`src/hw/rtl/ratt_pkg.sv`:
```
`timescale 1ns / 1ps
// ----------------------------------------------------------------------------
// ratt_pkg
// Shared codes, defaults and types for the region address translation table.
// ----------------------------------------------------------------------------
package ratt_pkg;

  // default table depth
  localparam int DEF_ENTRIES = 16;

  // request command codes
  localparam logic [1:0] CMD_MAP       = 2'd0;
  localparam logic [1:0] CMD_UNMAP     = 2'd1;
  localparam logic [1:0] CMD_TRANSLATE = 2'd2;

  // result status codes
  localparam logic [1:0] ST_OK   = 2'd0;
  localparam logic [1:0] ST_DUP  = 2'd1;
  localparam logic [1:0] ST_MISS = 2'd2;
  localparam logic [1:0] ST_FULL = 2'd3;

  // largest region length, anything above is clipped to this
  localparam logic [32:0] LEN_MAX = 33'h1_0000_0000;

  // controller to datapath commands
  typedef struct packed {
    logic load;    // capture request, clear search state
    logic rd_en;   // read the entry at the scan index
    logic commit;  // apply table update and form the result
  } ctl_t;

endpackage

```
`src/hw/rtl/ratt_ctrl.sv`:
```
`timescale 1ns / 1ps
// ----------------------------------------------------------------------------
// ratt_ctrl
// Sequencer: accepts a request, walks every slot, then commits the result.
// ----------------------------------------------------------------------------
module ratt_ctrl #(
  parameter int ENTRIES = 16,
  parameter int IDXW    = 4
) (
  input  logic              clk,
  input  logic              rst,
  input  logic              start,
  output logic              busy,
  output logic              done,
  output ratt_pkg::ctl_t    ctl,
  output logic [IDXW-1:0]   rd_idx
);
  import ratt_pkg::*;

  localparam int CNTW = $clog2(ENTRIES + 1);
  localparam logic [CNTW-1:0] CNT_LAST = CNTW'(ENTRIES);

  localparam logic [1:0] S_IDLE = 2'd0;
  localparam logic [1:0] S_SCAN = 2'd1;
  localparam logic [1:0] S_DONE = 2'd2;

  logic [1:0]      state;
  logic [1:0]      state_next;
  logic [CNTW-1:0] cnt;
  logic [CNTW-1:0] cnt_next;

  assign busy   = (state != S_IDLE);
  assign rd_idx = cnt[IDXW-1:0];

  // next state and scan counter
  always_comb begin
    state_next = state;
    cnt_next   = cnt;
    ctl        = '0;
    unique case (state)
      S_IDLE: begin
        if (start) begin
          ctl.load   = 1'b1;
          cnt_next   = '0;
          state_next = S_SCAN;
        end
      end
      S_SCAN: begin
        // the final scan state issues no read, so the last registered read can be evaluated
        if (cnt == CNT_LAST) begin
          state_next = S_DONE;
        end else begin
          ctl.rd_en = 1'b1;
          cnt_next  = cnt + 1'b1;
        end
      end
      S_DONE: begin
        ctl.commit = 1'b1;
        state_next = S_IDLE;
      end
      default: begin
        state_next = S_IDLE;
      end
    endcase
  end

  // state registers
  always_ff @(posedge clk) begin
    if (rst) begin
      state <= S_IDLE;
      cnt   <= '0;
      done  <= 1'b0;
    end else begin
      state <= state_next;
      cnt   <= cnt_next;
      done  <= (state == S_DONE);
    end
  end

endmodule

```
`src/hw/rtl/ratt_dp.sv`:
```
`timescale 1ns / 1ps
// ----------------------------------------------------------------------------
// ratt_dp
// Region storage, per-slot match evaluation and result registers.
// ----------------------------------------------------------------------------
module ratt_dp #(
  parameter int ENTRIES = 16,
  parameter int IDXW    = 4
) (
  input  logic              clk,
  input  logic              rst,
  input  ratt_pkg::ctl_t    ctl,
  input  logic [IDXW-1:0]   rd_idx,
  input  logic [1:0]        command,
  input  logic [31:0]       virt_addr,
  input  logic [31:0]       phys_addr,
  input  logic [32:0]       region_size,
  output logic [1:0]        status,
  output logic [31:0]       phys_out
);
  import ratt_pkg::*;

  // region storage
  logic [31:0] mem_virt [ENTRIES];
  logic [31:0] mem_phys [ENTRIES];
  logic [32:0] mem_len  [ENTRIES];
  logic [ENTRIES-1:0] entry_valid;

  // captured request
  logic [1:0]  req_cmd;
  logic [31:0] req_va;
  logic [31:0] req_pa;
  logic [32:0] req_len;

  // registered read of one slot
  logic            ev_en;
  logic [IDXW-1:0] ev_idx;
  logic            ev_vld;
  logic [31:0]     ev_virt;
  logic [31:0]     ev_phys;
  logic [32:0]     ev_len;

  // search state
  logic            dup;
  logic            have_free;
  logic [IDXW-1:0] free_idx;
  logic            found;
  logic [IDXW-1:0] hit_idx;
  logic [31:0]     best_base;
  logic [31:0]     best_phys;

  // slot evaluation
  logic        base_eq;
  logic [32:0] ev_end;
  logic        in_range;
  logic        wr_en;

  assign base_eq  = ev_vld && (ev_virt == req_va);
  assign ev_end   = {1'b0, ev_virt} + ev_len;
  assign in_range = ev_vld && (req_va >= ev_virt) && ({1'b0, req_va} < ev_end);
  assign wr_en    = ctl.commit && (req_cmd == CMD_MAP) && !dup && have_free;

  // request capture, length clipped to the full address space
  always_ff @(posedge clk) begin
    if (ctl.load) begin
      req_cmd <= command;
      req_va  <= virt_addr;
      req_pa  <= phys_addr;
      if (region_size > LEN_MAX) begin
        req_len <= LEN_MAX;
      end else begin
        req_len <= region_size;
      end
    end
  end

  // storage write and registered read
  always_ff @(posedge clk) begin
    if (wr_en) begin
      mem_virt[free_idx] <= req_va;
      mem_phys[free_idx] <= req_pa;
      mem_len[free_idx]  <= req_len;
    end
    if (ctl.rd_en) begin
      ev_virt <= mem_virt[rd_idx];
      ev_phys <= mem_phys[rd_idx];
      ev_len  <= mem_len[rd_idx];
    end
  end

  // valid bits and read pipeline control
  always_ff @(posedge clk) begin
    if (rst) begin
      entry_valid <= '0;
      ev_en       <= 1'b0;
      ev_vld      <= 1'b0;
      ev_idx      <= '0;
    end else begin
      ev_en  <= ctl.rd_en;
      ev_idx <= rd_idx;
      ev_vld <= ctl.rd_en && entry_valid[rd_idx];
      if (wr_en) begin
        entry_valid[free_idx] <= 1'b1;
      end else if (ctl.commit && (req_cmd == CMD_UNMAP) && found) begin
        entry_valid[hit_idx] <= 1'b0;
      end
    end
  end

  // per-slot search update
  always_ff @(posedge clk) begin
    if (ctl.load) begin
      dup       <= 1'b0;
      have_free <= 1'b0;
      found     <= 1'b0;
      free_idx  <= '0;
      hit_idx   <= '0;
      best_base <= '0;
      best_phys <= '0;
    end else if (ev_en) begin
      unique case (req_cmd)
        CMD_MAP: begin
          if (base_eq) begin
            dup <= 1'b1;
          end
          if (!ev_vld && !have_free) begin
            have_free <= 1'b1;
            free_idx  <= ev_idx;
          end
        end
        CMD_UNMAP: begin
          if (base_eq && !found) begin
            found   <= 1'b1;
            hit_idx <= ev_idx;
          end
        end
        CMD_TRANSLATE: begin
          // lowest containing base wins
          if (in_range && (!found || (ev_virt < best_base))) begin
            found     <= 1'b1;
            best_base <= ev_virt;
            best_phys <= ev_phys;
          end
        end
        default: begin
        end
      endcase
    end
  end

  // result registers
  always_ff @(posedge clk) begin
    if (ctl.commit) begin
      phys_out <= '0;
      unique case (req_cmd)
        CMD_MAP: begin
          if (dup) begin
            status <= ST_DUP;
          end else if (!have_free) begin
            status <= ST_FULL;
          end else begin
            status <= ST_OK;
          end
        end
        CMD_UNMAP: begin
          status <= found ? ST_OK : ST_MISS;
        end
        CMD_TRANSLATE: begin
          if (found) begin
            status   <= ST_OK;
            phys_out <= best_phys + (req_va - best_base);
          end else begin
            status <= ST_MISS;
          end
        end
        default: begin
          status <= ST_MISS;
        end
      endcase
    end
  end

endmodule

```
`src/hw/rtl/region_address_translation_table.sv`:
```
`timescale 1ns / 1ps
// ----------------------------------------------------------------------------
// region_address_translation_table
// Region table with map, unmap and translate requests over ENTRIES slots.
// ----------------------------------------------------------------------------
//  channel   signals                                        handshake
//  request   command virt_addr phys_addr region_size        start, busy
//  result    status phys_out                                done strobe
//
//  A request runs from accept to the done strobe in this order: the sequencer
//  reads one slot per cycle from the region storage (one read port), a final
//  scan state drains the registered read and the done state commits the result.
//  A new request may be taken in the cycle the done strobe is high, but none
//  while busy, so the table works on one request at a time.
//  Synchronous reset clears all valid bits at once; no clearing pass.
//  The done strobe marks the result for one cycle only; the receiver cannot stall it.
// ----------------------------------------------------------------------------
module region_address_translation_table #(
  parameter int ENTRIES = ratt_pkg::DEF_ENTRIES
) (
  input  logic        clk,
  input  logic        rst,
  input  logic        start,
  output logic        busy,
  input  logic [1:0]  command,
  input  logic [31:0] virt_addr,
  input  logic [31:0] phys_addr,
  input  logic [32:0] region_size,
  output logic        done,
  output logic [1:0]  status,
  output logic [31:0] phys_out
);
  import ratt_pkg::*;

  localparam int IDXW = (ENTRIES > 1) ? $clog2(ENTRIES) : 1;

  ctl_t            ctl;
  logic [IDXW-1:0] rd_idx;

  // sequencer
  ratt_ctrl #(
    .ENTRIES (ENTRIES),
    .IDXW    (IDXW)
  ) u_ctrl (
    .clk    (clk),
    .rst    (rst),
    .start  (start),
    .busy   (busy),
    .done   (done),
    .ctl    (ctl),
    .rd_idx (rd_idx)
  );

  // storage and search
  ratt_dp #(
    .ENTRIES (ENTRIES),
    .IDXW    (IDXW)
  ) u_dp (
    .clk         (clk),
    .rst         (rst),
    .ctl         (ctl),
    .rd_idx      (rd_idx),
    .command     (command),
    .virt_addr   (virt_addr),
    .phys_addr   (phys_addr),
    .region_size (region_size),
    .status      (status),
    .phys_out    (phys_out)
  );

endmodule

```
`config.mk`:
```
export PLATFORM = sky130hd
export DESIGN_NAME = region_address_translation_table
export DESIGN_NICKNAME = d
export VERILOG_FILES = /design/src/hw/rtl/ratt_pkg.sv /design/src/hw/rtl/ratt_ctrl.sv /design/src/hw/rtl/ratt_dp.sv /design/src/hw/rtl/region_address_translation_table.sv
export SDC_FILE = /design/constraint.sdc
export NUM_CORES = 2
export LEC_CHECK = 0
export BUFFER_PORTS_ARGS = -buffer_cell sky130_fd_sc_hd__buf_2
export CAP_MARGIN = 20
export CORE_MARGIN = 1
export CORE_UTILIZATION = 50
export DETAILED_ROUTE_END_ITERATION = 12
export HOLD_SLACK_MARGIN = 0.06
export PLACE_DENSITY = 0.66
export SLEW_MARGIN = 20
export SYNTH_ARGS = -nofsm -noshare
export SYNTH_HDL_FRONTEND = slang
export SYNTH_SLANG_ARGS = --single-unit
```
`constraint.sdc`:
```
create_clock -name clk -period 11.8 [get_ports clk]
set_input_delay 2.36 -clock clk [delete_from_list [all_inputs] [get_ports clk]]
set_output_delay 2.36 -clock clk [all_outputs]
set_load 0.02 [all_outputs]
```
==> results.yml <==
yosys:
  yosysTopAreaCell: "edfxtp_1"
  ys_types: 70
  syn-cell-area_um2: 76200
  synth_top_family_by_area: "multiplexers"
  synth_compound_area_frac: 0.0248
  ys.warnings.count: 0
  seq_area_frac_synth: 0.730
  async_reset_ff_frac: 0
  synth_top_area_share: 0.702
  synth-seq-cells: 1887
  synth-xor-area-share: 0.00586
  synthAdderAreaFrac: 0.0353
  synth.avg_cell_area_um2: 20.0
  synth_edf_count: 1782
  synth_cells: 3819
  synth_mux_area_frac: 0.155
  ys_top_cells_by_area: "edfxtp_1 (70%), mux4_2 (14%), dfxtp_1 (2.8%)"
  synth_nets: 4117
  synth-simple-area-share: 0.0300
  synthFlopType: "edfxtp_1"
power:
  power_mw: 14.2
  p_leak_nw: 27.6
  ir_worst_vdd_uv: 143
  p_per_area_nw_per_um2: 165
floorplanning:
  dieWidth_um: 392
  ios: 138
  design.die.area_um2: 154000
  start_util: 0.507
  core_area_um2: 150000
  fp.dieH_um: 392
  rows: 142
drt:
  drt-wirelength-per-cell_um: 28.7
  ant_nets: 0
  vias_per_cell: 5.95
  finalWirelength_mm: 179
  drc: 0
  dr.pass1.iters: 5
  drt-initial-drc-count: 3752
  vias: 37177
grt:
  grt_pass1_vias: 36837
  gr-usage-met1: 0.341
  use_met3: 0.0413
  grt_max_degree: 136
  globalRouteMet2Util: 0.378
  grt_pass1_wl_mm: 259
  overflow: 0
  grt_busiest_layer: "met2"
  grtUsageTotal: 0.237
  antenna_found_initial: 11
finish:
  fill_cells: 11123
  nets: 4372
  area_delta_synth_final_pct: 12.4
  finalCoreUtilization: 0.569
  finalNonFillerCells: 6251
  drive_gt1_frac: 0.237
outcome:
  outcome: "finished clean"
critical_path:
  crit_top_cell: "a21o_1"
  crit_required_ns: 12.56
  r2r_cells: 21
  max_stage_delay_ns: 0.70
  r2r_start: "u_dp.ev_virt[3]"
  path_cells: "ha_1 > and2_2 > o2bb2ai_1 > o31a_1 > o211a_1 > nor4_1 > a21oi_1 > a311o_1 > a21o_1 > xnor2_1 > ha_1 > a21o_1 > a21o_1 > a21o_1 > a21oi_1 > nor2_1 > a211oi_2 > nor2_1 > a2111oi_4 > buf_4 > mux2i_1"
  start_kind: "flop"
  critical_path.max_fanout: 42
  critPathArrivalTime_ns: 6.83
  cp-end-kind: "flop"
  path_delay_family: "compound AO/OA/AOI/OAI gates"
  crit_slowest_cell: "buf_4"
  crit_type: "flop to flop"
  r2r-end: "u_dp.best_phys[1]"
  crit_buf_inv: 1
  crit_start: "u_dp.ev_virt[3]"
  ff2ff_setup_slack_ns: 5.72
cts:
  postCtsSetupBuffers: 0
  clk_latency_ns: 0.85
  ctsResizeCount: 0
  postCtsHoldBufs: 0
  cts_buffer_depth: 3
  cts_tree: "done"
  clock-root-buffer: "clkbuf_16"
  htreeDepth: 4
  cts_sinks: 1887
  numCtsBuffers: 188
  path_clk_slew_ns: 0.06
timing:
  period_share: 0.515
  clock-skew-final_ns: 0.0554
  tightest_slew_ns: 1.13
  fin_crit_ns: 6.08
  setup_ws_ns: 5.72
  drv_slew: 0
  rsz0062_at_grt: "false"
  fmax_ghz: 0.164
  setup_violations: 0
  hold_viol_final: 0
  fin_tns_setup_ns: 0
  max_slew_margin: 0.247
placement:
  dpl.cell_count: 5900
  dp_slack_ns: 5.81
  portBuffers: 137
  dp_hpwl_mm: 101
  place.gp.congestion: 0.896
run:
  maxCapViolCount: 0
worst_hold_path:
  hold_class: "flop to flop"
  hold_depth: 2
  hold_path_end: "u_dp.best_phys[17]"
  min_from: "u_dp.best_phys[17]"
per-stage QoR:
step	hold slack, ns	area, um2
final	0.457	85700
after global routing	0.481	85700
after CTS	0.458	85700
after detailed placement	0.448	79500
after global placement	0.443	79500
after floorplan	0.435	76200
kinds of logic after synthesis:
| logic type | Yosys count |
|---|---|
| fa+ha+maj | 196 |
| compound gates | 269 |
| simple gates | 486 |
| flops | 1887 |
| mux | 569 |
| buf+inv | 361 |
| xor+xnor | 51 |
how the worst max path moves through the flow:
stage	end	slack (ns)	cells after the start
2_1_floorplan	u_dp.mem_len[0][0]	2.75	5
3_3_place_gp	u_dp.best_phys[24]	5.93	21
3_5_place_dp	u_dp.best_phys[25]	5.81	21
4_1_cts	u_dp.best_phys[1]	5.73	21
5_1_grt	u_dp.best_phys[1]	5.28	21
6_report	u_dp.best_phys[1]	5.72	21
report_power, final:
| group | internal, mW | total [mW] | leakage, nW | switching (mW) |
|---|---|---|---|---|
| registers | 7.39 | 7.50 | 17.0 | 0.110 |
| clock network | 3.37 | 5.92 | 2.94 | 2.56 |
| logic | 0.331 | 0.730 | 7.71 | 0.399 |
| total | 11.1 | 14.2 | 27.6 | 3.06 |
per-layer routing:
| layer | vias to the layer above | part of all wire |
|---|---|---|
| met5 | - | 0.000045 |
| met4 | 2 | 0.022 |
| met3 | 235 | 0.069 |
| met2 | 1383 | 0.49 |
| met1 | 19625 | 0.42 |
| li1 | 15932 | - |
Yosys cell counts (all sizes together), types with 3 or more instances:
cell / number
a211oi: 16
o21a: 14
a31oi: 6
ha: 164
a311oi: 10
xor2: 24
and2: 42
clkbuf: 100
o211ai: 3
nand4: 26
nor2: 107
fa: 32
inv: 213
buf: 48
nand2b: 20
o311a: 3
a2111oi: 8
and3: 5
or2: 7
a21oi: 72
or3: 9
nor2b: 20
nor4: 11
edfxtp: 1782
a211o: 3
mux2i: 78
mux4: 490
o31ai: 6
nand3: 12
a41oi: 3
o21bai: 6
dfxtp: 105
nor3: 28
o21ai: 42
xnor2: 27
nand2: 189
a21o: 60
a21boi: 3
state kept, by name (all words and copies together) (netlist names), 4 cells and up:
register	flops
u_dp.phys_out	32
u_dp.req_pa	32
u_dp.ev_len	33
u_dp.ev_phys	32
u_dp.entry_valid	16
u_dp.best_base	32
u_dp.free_idx	4
u_dp.best_phys	32
u_dp.mem_phys	512
u_dp.req_len	33
u_dp.ev_virt	32
u_dp.mem_virt	512
u_ctrl.cnt	5
u_dp.req_va	32
u_dp.mem_len	528
u_dp.ev_idx	4
u_dp.hit_idx	4
layout by cell type, fill, tap and decap left out, types with 14 or more instances in the layout:
cell       instances
mux2i_1           78
buf_2            137
dfxtp_1          101
nor2b_1           20
a211oi_1          15
clkbuf_1          38
clkinv_2          22
fa_1              32
edfxtp_1        1782
xor2_1            24
o21ai_0           30
nor3_1            24
a21o_1            59
ha_1             164
o21a_1            14
clkbuf_16        189
nand4_1           25
inv_1            210
bufinv_16         18
nor2_1            95
nand2b_1          20
a21oi_1           71
clkinv_1          53
nand2_1          188
xnor2_1           27
and2_1            41
mux4_2           490
buf_4             71
worst register-to-register path, cell delays in order, from the launching register on:
cell       delay [ns]
edfxtp_1         0.45
ha_1             0.36
and2_2           0.24
o2bb2ai_1        0.18
o31a_1           0.35
o211a_1          0.29
nor4_1           0.26
a21oi_1          0.17
a311o_1          0.41
a21o_1           0.21
xnor2_1          0.13
ha_1             0.31
a21o_1           0.17
a21o_1           0.17
a21o_1           0.17
a21oi_1          0.15
nor2_1           0.06
a211oi_2         0.36
nor2_1           0.13
a2111oi_4        0.38
buf_4            0.70
mux2i_1          0.36
final cells by class:
class	instances	area, um2	share of cell area
sequential	1887	55600	0.649
antenna	5	12.5	0.000146
clock buffer	229	4900	0.0572
tap	2016	2520	0.0294
multi-input combinational	1571	19300	0.225
inverter	213	807	0.00942
clock inverter	117	1210	0.0141
timing repair buffer	213	1320	0.0154
No activity file was read; power rests on OpenSTA's default activity.
